$ cat src/http_request_header_parser_unit_macros.svh
// Assertion macros for the HTTP request header parser unit.
// Included by files that carry concurrent assertions; no other dependencies.
`ifndef HTTP_REQUEST_HEADER_PARSER_UNIT_MACROS_SVH
`define HTTP_REQUEST_HEADER_PARSER_UNIT_MACROS_SVH

`ifndef SYNTHESIS
`define HRHP_ASSERT_SAME(label, clk, rst, ante, cons) \
  label: assert property (@(posedge clk) disable iff (rst) (ante) |-> (cons)) \
    else $error("hrhp: same-cycle check failed");
`define HRHP_ASSERT_NEXT(label, clk, rst, ante, cons) \
  label: assert property (@(posedge clk) disable iff (rst) (ante) |=> (cons)) \
    else $error("hrhp: next-cycle check failed");
`else
`define HRHP_ASSERT_SAME(label, clk, rst, ante, cons)
`define HRHP_ASSERT_NEXT(label, clk, rst, ante, cons)
`endif

`endif

$ cat src/hrhp_pkg.sv
// Shared types, constants and prefix tables for the HTTP request header parser.
// No dependencies; every other file but the macros header imports this package.
package hrhp_pkg;

  localparam int LENGTH_WIDTH = 32;
  localparam int ACC_WIDE     = LENGTH_WIDTH + 4;
  localparam int COL_WIDTH    = 5;
  localparam int NUM_PREFIX   = 3;
  localparam int TEXT_BYTES   = 32;

  localparam logic [COL_WIDTH-1:0] COL_MAX = '1;

  typedef enum logic [1:0] {
    PH_REQ_LINE = 2'd0,
    PH_HEADERS  = 2'd1,
    PH_BODY     = 2'd2
  } phase_t;

  typedef enum logic [2:0] {
    TAG_NONE   = 3'd0,
    TAG_METHOD = 3'd1,
    TAG_PATH   = 3'd2,
    TAG_PROTO  = 3'd3,
    TAG_CTYPE  = 3'd4,
    TAG_REQID  = 3'd5,
    TAG_BODY   = 3'd6,
    TAG_LENGTH = 3'd7
  } tag_t;

  localparam logic [7:0] CH_NUL   = 8'h00;
  localparam logic [7:0] CH_LF    = 8'h0A;
  localparam logic [7:0] CH_CR    = 8'h0D;
  localparam logic [7:0] CH_SPACE = 8'h20;
  localparam logic [7:0] CH_ZERO  = 8'h30;
  localparam logic [7:0] CH_NINE  = 8'h39;

  localparam logic [1:0] SLOT_CL = 2'd0;
  localparam logic [1:0] SLOT_CT = 2'd1;
  localparam logic [1:0] SLOT_ID = 2'd2;

  // Prefix texts padded with NUL bytes to a full line of columns. A NUL never
  // reaches the prefix compare, so the padding also acts as the length check.
  localparam logic [8*TEXT_BYTES-1:0] CL_TEXT = {"Content-Length: ", {16{8'h00}}};
  localparam logic [8*TEXT_BYTES-1:0] CT_TEXT = {"content-type: ", {18{8'h00}}};
  localparam logic [8*TEXT_BYTES-1:0] ID_TEXT = {"___internal-request-id: ", {8{8'h00}}};

  typedef struct packed {
    logic [7:0] data_byte;
    logic       last;
  } req_item_t;

  typedef struct packed {
    logic [7:0]  out_byte;
    logic [2:0]  field_tag;
    logic        field_first;
    logic [31:0] length_value;
    logic        headers_done;
    logic        message_end;
  } res_item_t;

  function automatic logic [7:0] prefix_byte(logic [1:0] slot, logic [COL_WIDTH-1:0] col);
    logic [8*TEXT_BYTES-1:0] text;
    case (slot)
      SLOT_CL: text = CL_TEXT;
      SLOT_CT: text = CT_TEXT;
      default: text = ID_TEXT;
    endcase
    return text[8*(TEXT_BYTES-1-int'(col)) +: 8];
  endfunction

  function automatic logic [COL_WIDTH-1:0] prefix_last(logic [1:0] slot);
    logic [COL_WIDTH-1:0] col;
    case (slot)
      SLOT_CL: col = COL_WIDTH'(15);
      SLOT_CT: col = COL_WIDTH'(13);
      default: col = COL_WIDTH'(23);
    endcase
    return col;
  endfunction

  function automatic tag_t prefix_tag(logic [1:0] slot);
    tag_t tag;
    case (slot)
      SLOT_CL: tag = TAG_LENGTH;
      SLOT_CT: tag = TAG_CTYPE;
      default: tag = TAG_REQID;
    endcase
    return tag;
  endfunction

endpackage

$ cat src/hrhp_if.sv
// Valid/ready stream interfaces for request bytes and tagged result beats.
// Depends on hrhp_pkg.
interface hrhp_req_if import hrhp_pkg::*; ();
  logic       valid;
  logic       ready;
  logic [7:0] data_byte;
  logic       last;

  modport source (output valid, output data_byte, output last, input ready);
  modport sink   (input valid, input data_byte, input last, output ready);
endinterface

interface hrhp_res_if import hrhp_pkg::*; ();
  logic        valid;
  logic        ready;
  logic [7:0]  out_byte;
  logic [2:0]  field_tag;
  logic        field_first;
  logic [31:0] length_value;
  logic        headers_done;
  logic        message_end;

  modport source (output valid, output out_byte, output field_tag, output field_first,
                  output length_value, output headers_done, output message_end,
                  input ready);
  modport sink   (input valid, input out_byte, input field_tag, input field_first,
                  input length_value, input headers_done, input message_end,
                  output ready);
endinterface

$ cat src/http_request_header_parser_unit.sv
// HTTP request header parser unit, top level.
// The req channel takes one byte of an HTTP request per beat, with last on the
// final byte. The res channel returns one beat per request byte: the byte, its
// field tag, a first-byte flag, the Content-Length parsed so far, a flag that
// the blank line ending the headers has passed, and a message end flag.
// A byte is held in the input register, tagged by the parser logic, and stored
// in the result register; a stall on res can hold it in the input register.
// Throughput is one byte per cycle while res does not stall; the parser state
// update is the single per-byte step.
// When res stalls, the result register holds its beat and the input register
// keeps taking one more byte; req.ready drops only when both are full.
// Reset (rst, synchronous) empties both registers and returns the parser to the
// start of a request line; a NUL byte or the last flag returns the parser there
// after the byte is tagged, but leaves both registers as they are.
// Depends on hrhp_pkg, hrhp_if and the macros header.
`include "http_request_header_parser_unit_macros.svh"

module http_request_header_parser_unit import hrhp_pkg::*; (
  input  logic       clk,
  input  logic       rst,
  hrhp_req_if.sink   req,
  hrhp_res_if.source res
);

  logic      item_valid;
  req_item_t item;
  logic      can_load;
  logic      fire;
  res_item_t result;

  assign fire = item_valid && can_load;

  hrhp_in_reg u_in_reg (
    .clk        (clk),
    .rst        (rst),
    .req        (req),
    .item_valid (item_valid),
    .item       (item),
    .item_take  (fire)
  );

  hrhp_tagger u_tagger (
    .clk    (clk),
    .rst    (rst),
    .fire   (fire),
    .item   (item),
    .result (result)
  );

  hrhp_out_reg u_out_reg (
    .clk      (clk),
    .rst      (rst),
    .load     (fire),
    .result   (result),
    .can_load (can_load),
    .res      (res)
  );

  `HRHP_ASSERT_NEXT(a_fire_gives_beat, clk, rst, fire, res.valid)
  `HRHP_ASSERT_NEXT(a_nul_ends_message, clk, rst, fire && (item.data_byte == CH_NUL), res.message_end)
  `HRHP_ASSERT_SAME(a_first_has_tag, clk, rst, res.valid && res.field_first, res.field_tag != TAG_NONE)

endmodule

$ cat src/hrhp_in_reg.sv
// Input register: captures one request byte beat and holds it until the tagger takes it.
// Depends on hrhp_pkg and hrhp_req_if.
module hrhp_in_reg import hrhp_pkg::*; (
  input  logic      clk,
  input  logic      rst,
  hrhp_req_if.sink  req,
  output logic      item_valid,
  output req_item_t item,
  input  logic      item_take
);

  assign req.ready = !item_valid || item_take;

  always_ff @(posedge clk) begin
    if (rst) begin
      item_valid <= 1'b0;
    end else if (req.ready) begin
      item_valid <= req.valid;
    end
  end

  always_ff @(posedge clk) begin
    if (req.valid && req.ready) begin
      item.data_byte <= req.data_byte;
      item.last      <= req.last;
    end
  end

endmodule

$ cat src/hrhp_tagger.sv
// Parser state and per-byte tagging logic: request line split, header prefix
// match, Content-Length accumulation and body tagging. Depends on hrhp_pkg.
module hrhp_tagger import hrhp_pkg::*; (
  input  logic      clk,
  input  logic      rst,
  input  logic      fire,
  input  req_item_t item,
  output res_item_t result
);

  phase_t                  phase, phase_next;
  logic [1:0]              token_index, token_index_next;
  logic [COL_WIDTH-1:0]    column, column_next;
  logic [NUM_PREFIX-1:0]   prefix_alive, prefix_alive_next;
  tag_t                    value_tag, value_tag_next;
  logic [LENGTH_WIDTH-1:0] length_accum, length_accum_next;
  logic                    length_stopped, length_stopped_next;
  logic                    line_only_cr, line_only_cr_next;

  logic [7:0]              b;
  logic                    msg_end;
  logic [COL_WIDTH-1:0]    col_inc;
  logic                    is_digit;
  logic [3:0]              digit;
  logic [ACC_WIDE-1:0]     acc_ext;
  logic [ACC_WIDE-1:0]     acc_sum;
  logic [LENGTH_WIDTH-1:0] acc_step;
  logic                    hit_valid;
  logic [1:0]              hit_slot;

  assign b        = item.data_byte;
  assign msg_end  = item.last || (b == CH_NUL);
  assign col_inc  = (column == COL_MAX) ? column : column + 1'b1;
  assign is_digit = (b >= CH_ZERO) && (b <= CH_NINE);
  assign digit    = 4'(b - CH_ZERO);

  // accum * 10 + digit; any bit above the length width means saturation.
  assign acc_ext  = ACC_WIDE'(length_accum);
  assign acc_sum  = (acc_ext << 3) + (acc_ext << 1) + ACC_WIDE'(digit);
  assign acc_step = (|acc_sum[ACC_WIDE-1:LENGTH_WIDTH]) ? '1 : acc_sum[LENGTH_WIDTH-1:0];

  // Next state for one accepted byte.
  always_comb begin
    phase_next          = phase;
    token_index_next    = token_index;
    column_next         = column;
    prefix_alive_next   = prefix_alive;
    value_tag_next      = value_tag;
    length_accum_next   = length_accum;
    length_stopped_next = length_stopped;
    line_only_cr_next   = line_only_cr;
    hit_valid           = 1'b0;
    hit_slot            = SLOT_CL;

    if (b != CH_NUL) begin
      unique case (phase)
        PH_REQ_LINE: begin
          if (b == CH_LF) begin
            phase_next        = PH_HEADERS;
            column_next       = '0;
            prefix_alive_next = '1;
            value_tag_next    = TAG_NONE;
            line_only_cr_next = 1'b0;
          end else if (b == CH_SPACE) begin
            if (token_index != 2'd3) begin
              token_index_next = token_index + 2'd1;
            end
            column_next = '0;
          end else if (token_index != 2'd3) begin
            column_next = col_inc;
          end
        end
        PH_HEADERS: begin
          if (b == CH_LF) begin
            if (line_only_cr) begin
              phase_next  = PH_BODY;
              column_next = '0;
            end else begin
              column_next       = '0;
              prefix_alive_next = '1;
              value_tag_next    = TAG_NONE;
              line_only_cr_next = 1'b0;
            end
          end else if (value_tag == TAG_NONE) begin
            line_only_cr_next = (column == '0) && (b == CH_CR);
            for (int k = 0; k < NUM_PREFIX; k++) begin
              if (prefix_alive[k]) begin
                if (b == prefix_byte(2'(k), column)) begin
                  if (column == prefix_last(2'(k))) begin
                    hit_valid = 1'b1;
                    hit_slot  = 2'(k);
                  end
                end else begin
                  prefix_alive_next[k] = 1'b0;
                end
              end
            end
            if (hit_valid) begin
              value_tag_next = prefix_tag(hit_slot);
              column_next    = '0;
              if (prefix_tag(hit_slot) == TAG_LENGTH) begin
                length_accum_next   = '0;
                length_stopped_next = 1'b0;
              end
            end else begin
              column_next = col_inc;
            end
          end else if (value_tag == TAG_LENGTH) begin
            line_only_cr_next = 1'b0;
            if (!length_stopped) begin
              if (is_digit) begin
                length_accum_next = acc_step;
              end else begin
                length_stopped_next = 1'b1;
              end
            end
          end else begin
            line_only_cr_next = 1'b0;
            column_next       = col_inc;
          end
        end
        default: begin
          column_next = COL_WIDTH'(1);
        end
      endcase
    end
  end

  // Result fields for the same byte.
  always_comb begin
    result.out_byte     = b;
    result.field_tag    = TAG_NONE;
    result.field_first  = 1'b0;
    result.length_value = 32'(length_accum_next);
    result.headers_done = (phase_next != PH_REQ_LINE) && (phase_next != PH_HEADERS);
    result.message_end  = msg_end;

    if (b != CH_NUL) begin
      unique case (phase)
        PH_REQ_LINE: begin
          if (b != CH_LF && b != CH_SPACE && token_index != 2'd3) begin
            result.field_tag   = 3'({1'b0, token_index}) + 3'd1;
            result.field_first = (column == '0);
          end
        end
        PH_HEADERS: begin
          if (b != CH_LF && value_tag != TAG_NONE && value_tag != TAG_LENGTH) begin
            result.field_tag   = value_tag;
            result.field_first = (column == '0);
          end
        end
        default: begin
          result.field_tag   = TAG_BODY;
          result.field_first = (column == '0);
        end
      endcase
    end
  end

  // The message end returns every state element to its reset value.
  always_ff @(posedge clk) begin
    if (rst || (fire && msg_end)) begin
      phase          <= PH_REQ_LINE;
      token_index    <= '0;
      column         <= '0;
      prefix_alive   <= '1;
      value_tag      <= TAG_NONE;
      length_accum   <= '0;
      length_stopped <= 1'b0;
      line_only_cr   <= 1'b0;
    end else if (fire) begin
      phase          <= phase_next;
      token_index    <= token_index_next;
      column         <= column_next;
      prefix_alive   <= prefix_alive_next;
      value_tag      <= value_tag_next;
      length_accum   <= length_accum_next;
      length_stopped <= length_stopped_next;
      line_only_cr   <= line_only_cr_next;
    end
  end

endmodule

$ cat src/hrhp_out_reg.sv
// Result register: holds one tagged beat until the sink takes it.
// Depends on hrhp_pkg and hrhp_res_if.
module hrhp_out_reg import hrhp_pkg::*; (
  input  logic       clk,
  input  logic       rst,
  input  logic       load,
  input  res_item_t  result,
  output logic       can_load,
  hrhp_res_if.source res
);

  logic      out_valid;
  res_item_t out_item;

  assign can_load = !out_valid || res.ready;

  always_ff @(posedge clk) begin
    if (rst) begin
      out_valid <= 1'b0;
    end else if (can_load) begin
      out_valid <= load;
    end
  end

  always_ff @(posedge clk) begin
    if (load && can_load) begin
      out_item <= result;
    end
  end

  assign res.valid        = out_valid;
  assign res.out_byte     = out_item.out_byte;
  assign res.field_tag    = out_item.field_tag;
  assign res.field_first  = out_item.field_first;
  assign res.length_value = out_item.length_value;
  assign res.headers_done = out_item.headers_done;
  assign res.message_end  = out_item.message_end;

endmodule
$ cat src/flat_wrapper.sv
// flat-port wrapper written by rule: the top's interface ports become plain ports
module http_request_header_parser_unit_flat import hrhp_pkg::*;
  (clk, rst, req_valid, req_data_byte, req_last, req_ready, res_valid, res_out_byte, res_field_tag, res_field_first, res_length_value, res_headers_done, res_message_end, res_ready);
  hrhp_req_if req_i ();
  hrhp_res_if res_i ();
  input  logic clk;
  input  logic rst;
  input wire logic [$bits(req_i.valid)-1:0] req_valid;
  input wire logic [$bits(req_i.data_byte)-1:0] req_data_byte;
  input wire logic [$bits(req_i.last)-1:0] req_last;
  output wire logic [$bits(req_i.ready)-1:0] req_ready;
  output wire logic [$bits(res_i.valid)-1:0] res_valid;
  output wire logic [$bits(res_i.out_byte)-1:0] res_out_byte;
  output wire logic [$bits(res_i.field_tag)-1:0] res_field_tag;
  output wire logic [$bits(res_i.field_first)-1:0] res_field_first;
  output wire logic [$bits(res_i.length_value)-1:0] res_length_value;
  output wire logic [$bits(res_i.headers_done)-1:0] res_headers_done;
  output wire logic [$bits(res_i.message_end)-1:0] res_message_end;
  input wire logic [$bits(res_i.ready)-1:0] res_ready;
  assign req_i.valid = req_valid;
  assign req_i.data_byte = req_data_byte;
  assign req_i.last = req_last;
  assign req_ready = req_i.ready;
  assign res_valid = res_i.valid;
  assign res_out_byte = res_i.out_byte;
  assign res_field_tag = res_i.field_tag;
  assign res_field_first = res_i.field_first;
  assign res_length_value = res_i.length_value;
  assign res_headers_done = res_i.headers_done;
  assign res_message_end = res_i.message_end;
  assign res_i.ready = res_ready;
  http_request_header_parser_unit u_core (.clk(clk), .rst(rst), .req(req_i), .res(res_i));
endmodule
$ cat config.mk
export PLATFORM = sky130hd
export DESIGN_NAME = http_request_header_parser_unit_flat
export DESIGN_NICKNAME = d
export VERILOG_FILES = /design/src/hrhp_pkg.sv /design/src/hrhp_if.sv /design/src/http_request_header_parser_unit.sv /design/src/hrhp_in_reg.sv /design/src/hrhp_tagger.sv /design/src/hrhp_out_reg.sv /design/src/flat_wrapper.sv
export VERILOG_INCLUDE_DIRS = /design/src /design/src/src
export SDC_FILE = /design/constraint.sdc
export NUM_CORES = 1
export LEC_CHECK = 0
export BUFFER_PORTS_ARGS = -buffer_cell sky130_fd_sc_hd__buf_2
export CAP_MARGIN = 10
export CORE_MARGIN = 2
export CORE_UTILIZATION = 30
export DETAILED_ROUTE_END_ITERATION = 8
export PLACE_DENSITY = 0.58
export SLEW_MARGIN = 10
export SYNTH_ARGS = -nofsm -noshare
export SYNTH_HDL_FRONTEND = slang
export SYNTH_SLANG_ARGS = --single-unit
$ cat constraint.sdc
create_clock -name clk -period 4.8 [get_ports clk]
set_input_delay 0.72 -clock clk [delete_from_list [all_inputs] [get_ports clk]]
set_output_delay 0.72 -clock clk [all_outputs]
set_load 0.1 [all_outputs]
==> results.tsv <==
stage	metric	value	unit
cells_and_area	commonest non-fill, non-tap cell in the layout	nand2_1	
pwr	Combinational Power Share	0.134	
worst_setup_path	Critical Path RT	5.04	ns
sta	Setup Skew	0.01661	ns
run	MaxCap Viol Count	0	
pwr	Cell Int Power	1.441	mW
pwr	Static Leak	3.590	nW
sta	Tcrit/Tclk final	0.9087	
synthesis	YS warnings	0	
global_route	grt met3 use	0.02448	
detailed_routing	via count	7163	
floorplan	Die Height	166.8	microns
pwr	clock group share of total power	0.380	
floorplan	FP Rows	59	
detailed_routing	Post-DRT Antenna Nets	0	
cells_and_area	commonest cells after routing, fill and taps aside	118 x nand2_1, 81 x o21ai_0, 79 x nor2_1	
sta	fmax	229.3	MHz
cts	Hold Buf Count CTS	0	
floorplan	core area	0.02606	sq mm
global_route	overall routing resource usage	0.1569	
pwr	NetSw	0.6038	mW
detailed_routing	final WL	21940	microns
cts	# resized after CTS	0	
detailed_routing	DR WL/cell	16.69	microns
floorplan	die span in x	166.8	microns
cts	CTS tree	done	
status	outcome	completed	
worst_setup_path	critical path class	reg2reg	
sta	Worst Slack Setup Final	0.4381	ns
cells_and_area	area delta synth->final	12.08	%
cells_and_area	Antenna diodes	0	
cells_and_area	nets@finish	1062	
place	number of port buffers	60	
sta	Slew Viols, Final	0	
synthesis	synthesized area	0.007954	sq mm
detailed_routing	drt via density	5.447	
place	Placement Setup Slack	0.4200	ns
sta	TNS Setup	0	ns
synthesis	Post-Syn Instances	941	
detailed_routing	# DRC	0	
global_route	M1 GR Usage	0.2359	
sta	final hold viol count	0	
pwr	IR drop worst, VDD	0.1870	mV
synthesis	top_reg_cell synth	edfxtp_1	
synthesis	#FFs+latches synth	106	
place	routability congestion estimate	0.8594	
detailed_routing	1st-pass router iterations	5	
global_route	largest net degree at the start of global routing	32	
pwr	Flop pwr share	0.486	
global_route	grt ovf	0	
pwr	switching part of the total	0.2953	
floorplan	die area	0.02783	sq mm
synthesis	Mapped Nets	1028	
synthesis	post-synthesis cell type count	80	
cts	Max Root-Sink Buffers	2	
hold_path	Hold Path Class	reg2reg	
cells_and_area	share of layout cells above drive strength 1	0.1286	
place	HPWL Detailed	15860	microns
detailed_routing	Detailed Route Iter0 Violations	554	
sta	setup violators final	0	
floorplan	IO Count	61	
global_route	met2 Track Usage GR	0.2276	
cts	Root Buffer Master	clkbuf_16	
worst_setup_path	crit-path max FO	22	
synthesis	EDFF count, synth	55	
sta	Worst slew margin	0.2926	
cts	clk sinks	106	
worst_setup_path	Worst setup EP type	register	
floorplan	initial core utilization	0.3052	
cts	Worst-Skew Late Latency	0.37	ns
worst_setup_path	CP startpoint kind	register	
cts	Clk pin slew, worst setup/hold paths	0.07	ns
global_route	first-pass GRT wire length	35560	microns
sta	fin crit period	4.362	ns
sta	unrepaired setup endpoints after global routing	false	
synthesis	Seq/Total Area, Yosys	0.3360	
global_route	number of global-route vias before repair	6617	
sta	worst slew pin tran	1.048	ns
global_route	initial antenna violation count	0	
synthesis	synthesized area per cell	8.453	sq um
pwr	pwr dens	229.4	mW/mm^2
cts	post-CTS setup buffers	0	
global_route	gr busiest metal	met1	
cts	Num CTS Buffers	9	
pwr	Final Power	2.045	mW
worst_setup_path	Critical Path AT	4.60	ns
cts	htree depth	3	
synthesis	share of synthesized registers carrying an async set or reset	0	
==> cell usage after synthesis, drive strengths merged (12+ instances only) <==
library cell / instances / share of area
or2: 12 / 0.0098
inv: 24 / 0.011
nor3: 29 / 0.018
clkbuf: 45 / 0.021
a21oi: 57 / 0.036
nor2b: 13 / 0.010
nand4: 15 / 0.013
a31oi: 12 / 0.0094
ha: 72 / 0.11
dfxtp: 51 / 0.13
a21o: 12 / 0.011
edfxtp: 55 / 0.21
o22ai: 12 / 0.0094
nor4: 14 / 0.012
nor2: 79 / 0.037
nand2: 118 / 0.056
buf: 14 / 0.0085
nand3: 13 / 0.0082
o21ai: 83 / 0.052
xnor2: 27 / 0.030
mux2i: 15 / 0.019
==> layer usage <==
metal	wire length, microns	up-vias	part of all wire
met5	0	-	0
met4	422	0	0.019
met3	1214	24	0.055
met2	9195	195	0.42
met1	11110	3392	0.51
li1	-	3552	-
==> stage by stage <==
step / instance area [sq um] / hold slack, ns / util / std cells
floorplan: 7954 / 0.4244 / - / 941
global placement: 8613 / 0.4575 / 0.3305 / 1299
detailed placement: 8613 / 0.4645 / 0.3305 / 1299
CTS: 8915 / 0.4808 / 0.3421 / 1315
global route: 8915 / 0.5099 / 0.3421 / 1315
finish: 8915 / 0.4835 / 0.3421 / 1315
==> layout make-up <==
type / instances / area [sq um]
tap: 335 / 419.2
clock buffer: 9 / 225.2
multi-input combinational: 752 / 4966
fill: 2676 / 17140
sequential: 106 / 2673
clock inverter: 7 / 76.32
timing repair buffer: 82 / 465.4
inverter: 24 / 90.09
==> worst paths after layout <==
check | from | to | slack, ns | depth (start not counted)
worst max-delay path | u_core.u_in_reg.item[4] | u_core.u_tagger.length_accum[17] | 0.44 | 13
worst min-delay path | u_core.u_tagger.prefix_alive[1] | u_core.u_tagger.prefix_alive[1] | 0.48 | 2
worst max register to register | u_core.u_in_reg.item[4] | u_core.u_tagger.length_accum[17] | 0.44 | 13
worst min register to register | u_core.u_tagger.prefix_alive[1] | u_core.u_tagger.prefix_alive[1] | 0.48 | 2
==> registers in the layout (all words and copies together), names as in the netlist, 2 cells and up <==
register                           cells
u_core.u_out_reg.res.length_value     32
u_core.u_tagger.length_accum          32
u_core.u_in_reg.item                   9
u_core.u_out_reg.res.out_byte          8
u_core.u_tagger.column                 5
u_core.u_out_reg.res.field_tag         3
u_core.u_tagger.prefix_alive           3
u_core.u_tagger.value_tag              3
u_core.u_tagger.phase                  2
u_core.u_tagger.token_index            2
==> worst max-delay path, stage by stage (launching register included) <==
cell      delay [ns]
edfxtp_1        0.42
fa_1            0.54
inv_1           0.07
fa_1            0.45
nor2b_1         0.17
o211ai_1        0.12
a21boi_1        0.35
o31a_1          0.27
a41oi_1         0.16
xnor2_1         0.15
or4b_1          0.79
buf_4           0.32
o41ai_1         0.36
a21oi_1         0.07
==> kinds of logic (layout without fill, tap and decap cells) <==
group | count (synthesis) | after routing | synth area share
compound gates | 270 | 270 | 0.2185
flops | 106 | 106 | 0.3360
buf+inv | 83 | 122 | 0.04106
mux | 19 | 19 | 0.02737
fa+ha+maj | 74 | 74 | 0.1183
xor+xnor | 38 | 38 | 0.04184
simple gates | 351 | 351 | 0.2169
==> power groups by stage <==
| stage | Sequential (mW) | Clock (mW) | Combinational (mW) |
|---|---|---|---|
| detailed placement | 1.01 | 0 | 0.274 |
| finish | 0.994 | 0.776 | 0.275 |
| CTS | 0.994 | 0.794 | 0.275 |
| floorplan | 1.14 | 0 | 0.0841 |
| global placement | 1.02 | 0 | 0.273 |
| global route | 0.997 | 0.823 | 0.290 |
(Power assumes the default switching activity.)
